**config.mk**
```make
export PLATFORM = sky130hd
export DESIGN_NAME = lcd_window_fill_sequencer
export DESIGN_NICKNAME = d
export VERILOG_FILES = /design/src/rtl/lwfs_pkg.sv /design/src/rtl/lwfs_core.sv /design/src/rtl/lcd_window_fill_sequencer.sv
export SDC_FILE = /design/constraint.sdc
export NUM_CORES = 1
export LEC_CHECK = 0
export ABC_AREA = 1
export CORE_ASPECT_RATIO = 0.6
export CORE_MARGIN = 2
export CORE_UTILIZATION = 64
export DETAILED_ROUTE_END_ITERATION = 8
export DONT_BUFFER_PORTS = 1
export MAX_ROUTING_LAYER = met4
export PLACE_DENSITY = 0.91
export SKIP_LAST_GASP = 1
export SLEW_MARGIN = 10
export SYNTH_ARGS = -nofsm -noshare
export SYNTH_HDL_FRONTEND = slang
export SYNTH_HIERARCHICAL = 1
export SYNTH_SLANG_ARGS = --single-unit
```
**constraint.sdc**
```tcl
create_clock -name aclk -period 5.1 [get_ports aclk]
set_input_delay 1.02 -clock aclk [delete_from_list [all_inputs] [get_ports aclk]]
set_output_delay 1.02 -clock aclk [all_outputs]
set_load 0.005 [all_outputs]
```
**src/rtl/lwfs_pkg.sv**
```systemverilog
`default_nettype none

package lwfs_pkg;

    // Link byte sequence positions
    typedef enum logic [3:0] {
        PH_COL_CMD    = 4'd0,
        PH_COL_LO_HI  = 4'd1,
        PH_COL_LO_LO  = 4'd2,
        PH_COL_HI_HI  = 4'd3,
        PH_COL_HI_LO  = 4'd4,
        PH_PAGE_CMD   = 4'd5,
        PH_PAGE_LO_HI = 4'd6,
        PH_PAGE_LO_LO = 4'd7,
        PH_PAGE_HI_HI = 4'd8,
        PH_PAGE_HI_LO = 4'd9,
        PH_MEM_CMD    = 4'd10,
        PH_COLOR      = 4'd11
    } phase_t;

    // Configuration register indexes
    typedef enum logic [1:0] {
        REG_COLUMN_OPCODE = 2'd0,
        REG_PAGE_OPCODE   = 2'd1,
        REG_MEMWR_OPCODE  = 2'd2
    } reg_index_t;

    localparam logic [7:0] COLUMN_OPCODE_RESET = 8'd42;
    localparam logic [7:0] PAGE_OPCODE_RESET   = 8'd43;
    localparam logic [7:0] MEMWR_OPCODE_RESET  = 8'd44;

    // Input item mode
    localparam logic MODE_START = 1'b0;
    localparam logic MODE_TICK  = 1'b1;

    // Command opcodes handed to the sequencer
    typedef struct packed {
        logic [7:0] column_opcode;
        logic [7:0] page_opcode;
        logic [7:0] memwr_opcode;
    } opcodes_t;

    // One link byte result
    typedef struct packed {
        logic [7:0] link_byte;
        logic       is_command;
        logic       last_byte;
    } result_t;

endpackage

`default_nettype wire

```
**src/rtl/lwfs_core.sv**
```systemverilog
`default_nettype none

module lwfs_core #(
    parameter int COORD_BITS = 10
) (
    input  wire logic                  aclk,
    input  wire logic                  aresetn,
    input  wire logic                  item_valid,
    input  wire logic                  item_mode,
    input  wire logic [COORD_BITS-1:0] x_first,
    input  wire logic [COORD_BITS-1:0] y_first,
    input  wire logic [COORD_BITS-1:0] x_second,
    input  wire logic [COORD_BITS-1:0] y_second,
    input  wire logic [15:0]           fill_color,
    input  wire lwfs_pkg::opcodes_t    opcodes,
    output logic                       res_valid,
    output lwfs_pkg::result_t          res
);

    lwfs_pkg::phase_t        phase_reg, phase_next;
    logic                    busy_reg, busy_next;
    logic                    low_next_reg, low_next_next;
    logic [COORD_BITS-1:0]   col_lo_reg, col_lo_next;
    logic [COORD_BITS-1:0]   col_hi_reg, col_hi_next;
    logic [COORD_BITS-1:0]   page_lo_reg, page_lo_next;
    logic [COORD_BITS-1:0]   page_hi_reg, page_hi_next;
    logic [15:0]             color_reg, color_next;
    // Pixel countdown: x position within a row (inner), rows left (outer)
    logic [COORD_BITS-1:0]   x_span_reg, x_span_next;
    logic [COORD_BITS-1:0]   x_left_reg, x_left_next;
    logic [COORD_BITS-1:0]   y_left_reg, y_left_next;

    logic                    start;
    logic                    tick;
    logic                    x_swap;
    logic                    y_swap;
    logic [COORD_BITS-1:0]   x_lo;
    logic [COORD_BITS-1:0]   x_hi;
    logic [COORD_BITS-1:0]   y_lo;
    logic [COORD_BITS-1:0]   y_hi;
    logic [15:0]             col_lo16;
    logic [15:0]             col_hi16;
    logic [15:0]             page_lo16;
    logic [15:0]             page_hi16;
    logic                    final_byte;

    assign start = item_valid && (item_mode == lwfs_pkg::MODE_START) && !busy_reg;
    assign tick  = item_valid && (item_mode == lwfs_pkg::MODE_TICK) && busy_reg;

    // Corner ordering
    assign x_swap = x_first > x_second;
    assign y_swap = y_first > y_second;
    assign x_lo   = x_swap ? x_second : x_first;
    assign x_hi   = x_swap ? x_first  : x_second;
    assign y_lo   = y_swap ? y_second : y_first;
    assign y_hi   = y_swap ? y_first  : y_second;

    // Bounds as 16-bit words, zero upper bits
    assign col_lo16  = 16'(col_lo_reg);
    assign col_hi16  = 16'(col_hi_reg);
    assign page_lo16 = 16'(page_lo_reg);
    assign page_hi16 = 16'(page_hi_reg);

    assign final_byte = low_next_reg && (x_left_reg == '0) && (y_left_reg == '0);

    // Next state
    always_comb begin
        phase_next    = phase_reg;
        busy_next     = busy_reg;
        low_next_next = low_next_reg;
        col_lo_next   = col_lo_reg;
        col_hi_next   = col_hi_reg;
        page_lo_next  = page_lo_reg;
        page_hi_next  = page_hi_reg;
        color_next    = color_reg;
        x_span_next   = x_span_reg;
        x_left_next   = x_left_reg;
        y_left_next   = y_left_reg;
        if (start) begin
            phase_next    = lwfs_pkg::PH_COL_CMD;
            busy_next     = 1'b1;
            low_next_next = 1'b0;
            col_lo_next   = y_lo;
            col_hi_next   = y_hi;
            page_lo_next  = x_lo;
            page_hi_next  = x_hi;
            color_next    = fill_color;
            x_span_next   = x_hi - x_lo;
            x_left_next   = x_hi - x_lo;
            y_left_next   = y_hi - y_lo;
        end else if (tick) begin
            case (phase_reg)
                lwfs_pkg::PH_COL_CMD:    phase_next = lwfs_pkg::PH_COL_LO_HI;
                lwfs_pkg::PH_COL_LO_HI:  phase_next = lwfs_pkg::PH_COL_LO_LO;
                lwfs_pkg::PH_COL_LO_LO:  phase_next = lwfs_pkg::PH_COL_HI_HI;
                lwfs_pkg::PH_COL_HI_HI:  phase_next = lwfs_pkg::PH_COL_HI_LO;
                lwfs_pkg::PH_COL_HI_LO:  phase_next = lwfs_pkg::PH_PAGE_CMD;
                lwfs_pkg::PH_PAGE_CMD:   phase_next = lwfs_pkg::PH_PAGE_LO_HI;
                lwfs_pkg::PH_PAGE_LO_HI: phase_next = lwfs_pkg::PH_PAGE_LO_LO;
                lwfs_pkg::PH_PAGE_LO_LO: phase_next = lwfs_pkg::PH_PAGE_HI_HI;
                lwfs_pkg::PH_PAGE_HI_HI: phase_next = lwfs_pkg::PH_PAGE_HI_LO;
                lwfs_pkg::PH_PAGE_HI_LO: phase_next = lwfs_pkg::PH_MEM_CMD;
                lwfs_pkg::PH_MEM_CMD:    phase_next = lwfs_pkg::PH_COLOR;
                lwfs_pkg::PH_COLOR: begin
                    low_next_next = !low_next_reg;
                    if (low_next_reg) begin
                        if (final_byte) begin
                            busy_next  = 1'b0;
                            phase_next = lwfs_pkg::PH_COL_CMD;
                        end else if (x_left_reg == '0) begin
                            x_left_next = x_span_reg;
                            y_left_next = y_left_reg - 1'b1;
                        end else begin
                            x_left_next = x_left_reg - 1'b1;
                        end
                    end
                end
                default:                 phase_next = lwfs_pkg::PH_COL_CMD;
            endcase
        end
    end

    // Byte selection for the current position
    always_comb begin
        res_valid      = tick;
        res.link_byte  = 8'h00;
        res.is_command = 1'b0;
        res.last_byte  = 1'b0;
        case (phase_reg)
            lwfs_pkg::PH_COL_CMD: begin
                res.link_byte  = opcodes.column_opcode;
                res.is_command = 1'b1;
            end
            lwfs_pkg::PH_COL_LO_HI:  res.link_byte = col_lo16[15:8];
            lwfs_pkg::PH_COL_LO_LO:  res.link_byte = col_lo16[7:0];
            lwfs_pkg::PH_COL_HI_HI:  res.link_byte = col_hi16[15:8];
            lwfs_pkg::PH_COL_HI_LO:  res.link_byte = col_hi16[7:0];
            lwfs_pkg::PH_PAGE_CMD: begin
                res.link_byte  = opcodes.page_opcode;
                res.is_command = 1'b1;
            end
            lwfs_pkg::PH_PAGE_LO_HI: res.link_byte = page_lo16[15:8];
            lwfs_pkg::PH_PAGE_LO_LO: res.link_byte = page_lo16[7:0];
            lwfs_pkg::PH_PAGE_HI_HI: res.link_byte = page_hi16[15:8];
            lwfs_pkg::PH_PAGE_HI_LO: res.link_byte = page_hi16[7:0];
            lwfs_pkg::PH_MEM_CMD: begin
                res.link_byte  = opcodes.memwr_opcode;
                res.is_command = 1'b1;
            end
            lwfs_pkg::PH_COLOR: begin
                res.link_byte = low_next_reg ? color_reg[7:0] : color_reg[15:8];
                res.last_byte = final_byte;
            end
            default:                 res.link_byte = 8'h00;
        endcase
    end

    // Control state
    always_ff @(posedge aclk) begin
        if (!aresetn) begin
            phase_reg    <= lwfs_pkg::PH_COL_CMD;
            busy_reg     <= 1'b0;
            low_next_reg <= 1'b0;
        end else begin
            phase_reg    <= phase_next;
            busy_reg     <= busy_next;
            low_next_reg <= low_next_next;
        end
    end

    // Window payload
    always_ff @(posedge aclk) begin
        col_lo_reg  <= col_lo_next;
        col_hi_reg  <= col_hi_next;
        page_lo_reg <= page_lo_next;
        page_hi_reg <= page_hi_next;
        color_reg   <= color_next;
        x_span_reg  <= x_span_next;
        x_left_reg  <= x_left_next;
        y_left_reg  <= y_left_next;
    end

    // An idle sequencer always restarts at the column command
    assert property (@(posedge aclk) disable iff (!aresetn)
        !busy_reg |-> (phase_reg == lwfs_pkg::PH_COL_CMD))
        else $error("idle sequencer away from column command");

    // The final byte of a fill returns the sequencer to idle
    assert property (@(posedge aclk) disable iff (!aresetn)
        (res_valid && res.last_byte) |=> !busy_reg)
        else $error("sequencer still busy after final byte");

endmodule

`default_nettype wire

```
**src/rtl/lcd_window_fill_sequencer.sv**
```systemverilog
`default_nettype none

// A tick's link byte is registered, in the skid register if the held result is not taken.
// Throughput: one input transaction per cycle while s_tready is high; the sequencer steps
// one link byte per tick. A two-entry output (result register plus skid register) drops
// s_tready only when both hold bytes not yet taken. Configuration writes are taken every
// cycle. Reset (aresetn low, synchronous): sequencer idle, output empty, opcodes 42/43/44.
module lcd_window_fill_sequencer #(
    parameter int COORD_BITS = 10
) (
    input  wire logic                  aclk,
    input  wire logic                  aresetn,
    // Input stream
    input  wire logic                  s_tvalid,
    output logic                       s_tready,
    // s_tdata fields from bit 0: x_first, y_first, x_second, y_second, fill_color, zero pad
    input  wire logic [((4*COORD_BITS+16+7)/8)*8-1:0] s_tdata,
    // s_tuser: mode
    input  wire logic                  s_tuser,
    // Result stream
    output logic                       m_tvalid,
    input  wire logic                  m_tready,
    // m_tdata: link_byte
    output logic [7:0]                 m_tdata,
    // m_tuser: is_command
    output logic                       m_tuser,
    output logic                       m_tlast,
    // Configuration writes
    input  wire logic                  cfg_valid,
    output logic                       cfg_ready,
    input  wire logic [1:0]            cfg_index,
    input  wire logic [7:0]            cfg_data
);

    localparam int XF_LSB = 0;
    localparam int YF_LSB = COORD_BITS;
    localparam int XS_LSB = 2 * COORD_BITS;
    localparam int YS_LSB = 3 * COORD_BITS;
    localparam int FC_LSB = 4 * COORD_BITS;

    logic [7:0]            col_op_reg;
    logic [7:0]            page_op_reg;
    logic [7:0]            memwr_op_reg;
    lwfs_pkg::opcodes_t    opcodes;

    logic                  in_accept;
    logic                  core_valid;
    lwfs_pkg::result_t     core_res;

    logic                  out_valid_reg, out_valid_next;
    lwfs_pkg::result_t     out_reg, out_next;
    logic                  skid_valid_reg, skid_valid_next;
    lwfs_pkg::result_t     skid_reg, skid_next;
    logic                  out_take;

    assign cfg_ready = 1'b1;
    assign s_tready  = !skid_valid_reg;
    assign in_accept = s_tvalid && s_tready;

    // Opcode registers
    always_ff @(posedge aclk) begin
        if (!aresetn) begin
            col_op_reg   <= lwfs_pkg::COLUMN_OPCODE_RESET;
            page_op_reg  <= lwfs_pkg::PAGE_OPCODE_RESET;
            memwr_op_reg <= lwfs_pkg::MEMWR_OPCODE_RESET;
        end else if (cfg_valid) begin
            case (lwfs_pkg::reg_index_t'(cfg_index))
                lwfs_pkg::REG_COLUMN_OPCODE: col_op_reg   <= cfg_data;
                lwfs_pkg::REG_PAGE_OPCODE:   page_op_reg  <= cfg_data;
                lwfs_pkg::REG_MEMWR_OPCODE:  memwr_op_reg <= cfg_data;
                default: ;
            endcase
        end
    end

    assign opcodes.column_opcode = col_op_reg;
    assign opcodes.page_opcode   = page_op_reg;
    assign opcodes.memwr_opcode  = memwr_op_reg;

    lwfs_core #(
        .COORD_BITS (COORD_BITS)
    ) u_core (
        .aclk       (aclk),
        .aresetn    (aresetn),
        .item_valid (in_accept),
        .item_mode  (s_tuser),
        .x_first    (s_tdata[XF_LSB +: COORD_BITS]),
        .y_first    (s_tdata[YF_LSB +: COORD_BITS]),
        .x_second   (s_tdata[XS_LSB +: COORD_BITS]),
        .y_second   (s_tdata[YS_LSB +: COORD_BITS]),
        .fill_color (s_tdata[FC_LSB +: 16]),
        .opcodes    (opcodes),
        .res_valid  (core_valid),
        .res        (core_res)
    );

    // Result register with skid stage
    assign out_take = out_valid_reg && m_tready;

    always_comb begin
        out_valid_next  = out_valid_reg;
        out_next        = out_reg;
        skid_valid_next = skid_valid_reg;
        skid_next       = skid_reg;
        if (skid_valid_reg) begin
            if (out_take) begin
                out_next        = skid_reg;
                skid_valid_next = 1'b0;
            end
        end else if (core_valid) begin
            if (!out_valid_reg || out_take) begin
                out_valid_next = 1'b1;
                out_next       = core_res;
            end else begin
                skid_valid_next = 1'b1;
                skid_next       = core_res;
            end
        end else if (out_take) begin
            out_valid_next = 1'b0;
        end
    end

    always_ff @(posedge aclk) begin
        if (!aresetn) begin
            out_valid_reg  <= 1'b0;
            skid_valid_reg <= 1'b0;
        end else begin
            out_valid_reg  <= out_valid_next;
            skid_valid_reg <= skid_valid_next;
        end
    end

    always_ff @(posedge aclk) begin
        out_reg  <= out_next;
        skid_reg <= skid_next;
    end

    assign m_tvalid = out_valid_reg;
    assign m_tdata  = out_reg.link_byte;
    assign m_tuser  = out_reg.is_command;
    assign m_tlast  = out_reg.last_byte;

    // The skid stage only fills behind a held result
    assert property (@(posedge aclk) disable iff (!aresetn)
        skid_valid_reg |-> out_valid_reg)
        else $error("skid entry without result entry");

    // The final byte of a fill is always a data byte
    assert property (@(posedge aclk) disable iff (!aresetn)
        (m_tvalid && m_tlast) |-> !m_tuser)
        else $error("final byte tagged as command");

endmodule

`default_nettype wire

```
Word-level counts from Yosys, hierarchy flattened
Index checks and enable logic that the tools add are counted. W data, S select, Z words.

Output and inout port bits: 13. Register bits: 138.

Add/subtract/negate cells: 4. Reductions and logical operators: 38. Eq/ne operators: 18. Mux-type cells: 39. Order comparisons: 2. Bitwise gates (word level): 4.

Operators by type and width (number): $mux W10 (20); $pmux W8 S12 (1); $pmux W4 S12 (1); $gt A10 B10 Y1 (2); $logic_not A10 Y1 (2); $sub A10 B1 Y10 const B (2); $sub A10 B10 Y10 (2); $eq A4 B3 Y1 const B (4); $eq A4 B4 Y1 const B (4); $reduce_bool A2 Y1 (8); $mux W1 (14); $reduce_and A3 Y1 (4); $ne A2 B1 Y1 const B (5); $eq A4 B2 Y1 const B (2); $logic_and A1 B1 Y1 (8); $mux W4 (2); $mux W8 (1); $reduce_and A2 Y1 (4); $reduce_and A4 Y1 (2); $reduce_and A5 Y1 (1); $eq A4 B1 Y1 const B (1); $logic_not A1 Y1 (4); $logic_not A4 Y1 (1); $not A1 Y1 (4); other kinds (6) (6).

Logic depth before layout (Yosys ltp)
Depth after elaboration: 8. Depth in mapped cells: 24. Depth with buffers taken out: 23.

Modules after synthesis
Netlist, hierarchy kept.

Modules (own cells, without submodules): lwfs_core (area an instance 5936.9 sq um, times used 1, seq. area each 2702.6 sq um, cells each 741); lcd_window_fill_sequencer (area an instance 1846.8 sq um, times used 1, seq. area each 1121.1 sq um, cells each 209).

Least setup slack after synthesis
Ideal clock, no wire load.

Path kind: input to register. Start point: input s_tvalid. End point: register u_core.col_hi_reg[0], enable pin. Arrival: 3.522 ns. Stages on the path: 5. Library setup time: 0.456 ns. Slack: 1.122 ns. Cell sequence: inv_1 > nor2_1 > inv_1 > nor3_2 > clkbuf_1.

Cells in the longest elaborated chain, start to end: 3.

RTL lines: from (decl) (RTL line lcd_window_fill_sequencer.sv:14) `input wire logic s_tvalid,`; $logic_and A1 B1 Y1 (RTL line lcd_window_fill_sequencer.sv:58) `assign in_accept = s_tvalid && s_tready;`; named net in_accept (RTL line lcd_window_fill_sequencer.sv:46) `logic in_accept;`; $logic_and A1 B1 Y1 (2 in series) (RTL line lwfs_core.sv:47) `assign start = item_valid && (item_mode == lwfs_pkg::MODE_START) && !busy_reg;`; to (signal assigned) (RTL line lwfs_core.sv:174) `col_hi_reg <= col_hi_next;`; to (decl) (RTL line lwfs_core.sv:24) `logic [COORD_BITS-1:0] col_hi_reg, col_hi_next;`.

The timed path passes the listed nets, and every way through them passes these cells. A chain may end at the register's enable or synchronous reset.

Final worst setup path
Start point: input s_tdata[28]. End point: register u_core.x_span_reg[8] (data pin).

Cells in the longest elaborated chain, start to end: 3.

RTL lines: from (decl) (RTL line lcd_window_fill_sequencer.sv:17) `input wire logic [((4*COORD_BITS+16+7)/8)*8-1:0] s_tdata,`; $gt A10 B10 Y1 (RTL line lwfs_core.sv:51) `assign x_swap = x_first > x_second;`; $mux W10, on equally long branches (RTL line lwfs_core.sv:54, lwfs_core.sv:53); $sub A10 B10 Y10 * (RTL line lwfs_core.sv:88) `x_span_next = x_hi - x_lo;`; to (signal assigned) (RTL line lwfs_core.sv:178) `x_span_reg <= x_span_next;`; to (decl) (RTL line lwfs_core.sv:29) `logic [COORD_BITS-1:0] x_span_reg, x_span_next;`.

Mark *: on every way between the ends. The rest lies on a longest branch, timed or not.

==> flow_summary.yaml <==
run_status:
  status: "finished clean"
clock_tree:
  hold_buffers: 0
  clock-sinks: 138
  cts_buffer_depth: 2
  cts_setup_buffers: 0
  cts_resized: 0
  cts_tree: "done"
  clock_latency_ps: 430
  clock-root-buffer: "clkbuf_16"
  cts_made_buffers: 17
  clkTransAtPathRegs_ps: 60
  htree_levels: 4
global_routing:
  grt_pass1_vias: 5934
  grt_overflow: 0
  grt_pass1_wl_um: 30880
  antenna_found_initial: 0
  grt_max_degree: 91
  grt_usage_pct: 32.27
synth:
  synth-edff-count: 106
  synth_top_cell_by_area: "edfxtp_1"
  synth_area_leaders: "edfxtp_1 41%, nand2_1 14%, dfxtp_1 8.2%"
  ys_warn_count: 6
  synthFlopType: "edfxtp_1"
  synthDistinctLibCells: 44
  syn_inst: 950
  syn-cell-area_um2: 7784
  ys_seq_elements: 138
  async_reset_ff_share_pct: 0
  yosysSeqAreaShare_pct: 49.12
  synth_top_area_share_pct: 40.89
  yosys-top-cells-count: "297 x nand2_1, 132 x inv_1, 106 x edfxtp_1"
  synthMostInstantiatedCell: "nand2_1"
  avgSynthCellArea_um2: 8.193
  syn-num-nets: 1046
timing:
  fin_tns_setup_ps: 0
  slew_viol_final: 0
  period_minus_slack_ps: 3443
  timing.fmax_ghz: 0.2904
  tightest_slew_ps: 1128
  clock-skew-final_ps: 11.08
  finalHoldViolations: 0
  whs_ps: 463.0
  setup_viol: 0
  slew_headroom_pct: 24.33
  rsz0062_at_grt: "false"
  fin_crit_sh_pct: 67.52
final_layout:
  syn2layout_area_growth_pct: 8.214
  multi_input_area_um2: 3301
  largest_reg_flops: 16
  final_nets: 1043
  drive_above_1_share_pct: 5.417
  nFillCells: 899
  final_util_pct: 70.51
  diodes: 0
  regArea_um2: 3824
floorplanning:
  core_region_area_um2: 11950
  dieArea_um2: 13090
  die_width_um: 146.4
  core.rowCount: 31
  initial_utilization_pct: 65.16
  io_pins: 85
  chipHeight_um: 89.43
detailed_routing:
  vias: 6723
  vias_per_cell: 5.976
  first_pass_iters: 6
  drt-total-wl_um: 19920
  routedWlPerCell_um: 17.71
  drc: 0
  antenna_left: 0
  dr.first_iter.drc_count: 813
critical_path:
  worstPathCellList: "inv_1, ha_1, nand2_1, inv_1, a21oi_1, nand3_2, nand2_4, nand2_1, o21ai_2, nand2_2, ha_1, a21o_1, nand2_1, nand2_1, nand2_1, nand3b_1, and2_1"
  max_stage_delay_ps: 340
  crit_fanout: 36
  crit_path_end_kind: "flip-flop"
  cp_common_cell: "nand2_1"
  arrival_ps: 3620
  path_delay_family: "simple AND/OR/NAND/NOR gates"
  cp.required_ps: 5280
  critical_path_class: "in -> reg"
  cp-start-kind: "primary input"
  slowest_stage: "ha_1"
  path_buf_inv: 2
min_path:
  worstHoldPathType: "reg -> reg"
pwr:
  ir_worst_vdd_uv: 244.9
  p_per_area_nw_per_um2: 353.0
  p_leak_uw: 0.003789
flow_run:
  maxCapViolCount: 0
placed_design:
  routabilityCongestion: 0.9632
  hpwl_um: 14290
  numPortBuffers: 0
## cell type report
| class | instances | area share (%) |
|---|---|---|
| inverters | 135 | 6.016 |
| well taps | 165 | 2.451 |
| multi-input cells | 654 | 39.19 |
| flip-flops and latches | 138 | 45.40 |
| clock buffers | 19 | 5.140 |
| repair buffers | 1 | 0.08913 |
| clock inverters | 13 | 1.723 |
## path summary, 6_finish.rpt
path,start,endpoint,slack [ps],cells after the start
max,s_tdata[28],u_core/x_span_reg[8],1660,17
max reg2reg,u_core/x_left_reg[0],u_core/y_left_reg[5],1750,9
min reg2reg,page_op_reg[3],page_op_reg[3],460,2
min,page_op_reg[3],page_op_reg[3],460,2
## tightest hold or removal path, stage by stage (launching register included)
cell and delay [ps]:
dfxtp_1 330, nand2_1 50, nand3_1 50
## cell usage in the layout (no fill, tap or decap), types with 2 or more instances in the layout
cell type,n
ha_1,24
o21ai_1,23
or2_2,3
nand3_1,68
or3b_2,2
xnor2_1,10
nand3_2,7
nand3b_1,2
nor2_1,74
clkinv_1,2
a221oi_1,14
nor3_1,6
clkinv_2,2
a211oi_1,4
mux2i_1,2
clkbuf_1,2
nand4_1,12
dfxtp_1,32
clkinvlp_4,3
xor2_1,8
nand2_1,297
a22o_1,4
inv_6,3
o21ai_2,3
inv_1,132
a21oi_1,39
a32o_1,4
o211ai_1,5
clkinv_4,3
clkbuf_16,17
bufinv_16,2
edfxtp_1,106
and2_1,5
o21ai_0,26
nand2_4,2
## metal layers
layer  share of wire [%]  wire (um)  track usage [%]  vias up
li1                    -          -                -     3151
met1                  42       8399            44.46     3101
met2                  43       8565            47.38      433
met3                  13       2587            8.061       38
met4                 1.8        367            10.59        0
met5                   0          0                -        -
## logic make-up (layout without fill, tap and decap cells)
group / count (synthesis) / after routing / synth area share (%)
AND/OR/NAND/NOR: 482 / 482 / 26.23
buffers and inverters: 158 / 168 / 8.552
flip-flops: 138 / 138 / 49.12
AO/OA/AOI/OAI: 127 / 127 / 9.902
adder cells (fa/ha/maj): 24 / 24 / 3.858
XOR/XNOR: 18 / 18 / 2.025
multiplexers: 2 / 2 / 0.2572
other: 1 / 1 / 0.04818
## power by group
group          leakage (uW)  internal (uW)  total [uW]  switching, uW
Clock              0.000274            724        1220            493
Combinational       0.00227            136         431            295
Sequential          0.00125           1290        1330           30.5
Total               0.00379           2150        2970            818
## metrics by stage
step / area [um2] / setup slack [ps] / total power [uW] / std cells
after floorplan: 7784 / 1122 / 1668 / 950
final: 8423 / 1657 / 2973 / 1125
after global routing: 8423 / 1435 / 3081 / 1125
after detailed placement: 7845 / 1340 / 1759 / 1093
after CTS: 8423 / 1720 / 2964 / 1125
after global placement: 7845 / 1450 / 1740 / 1093
No activity file was read; power rests on OpenSTA's default activity.
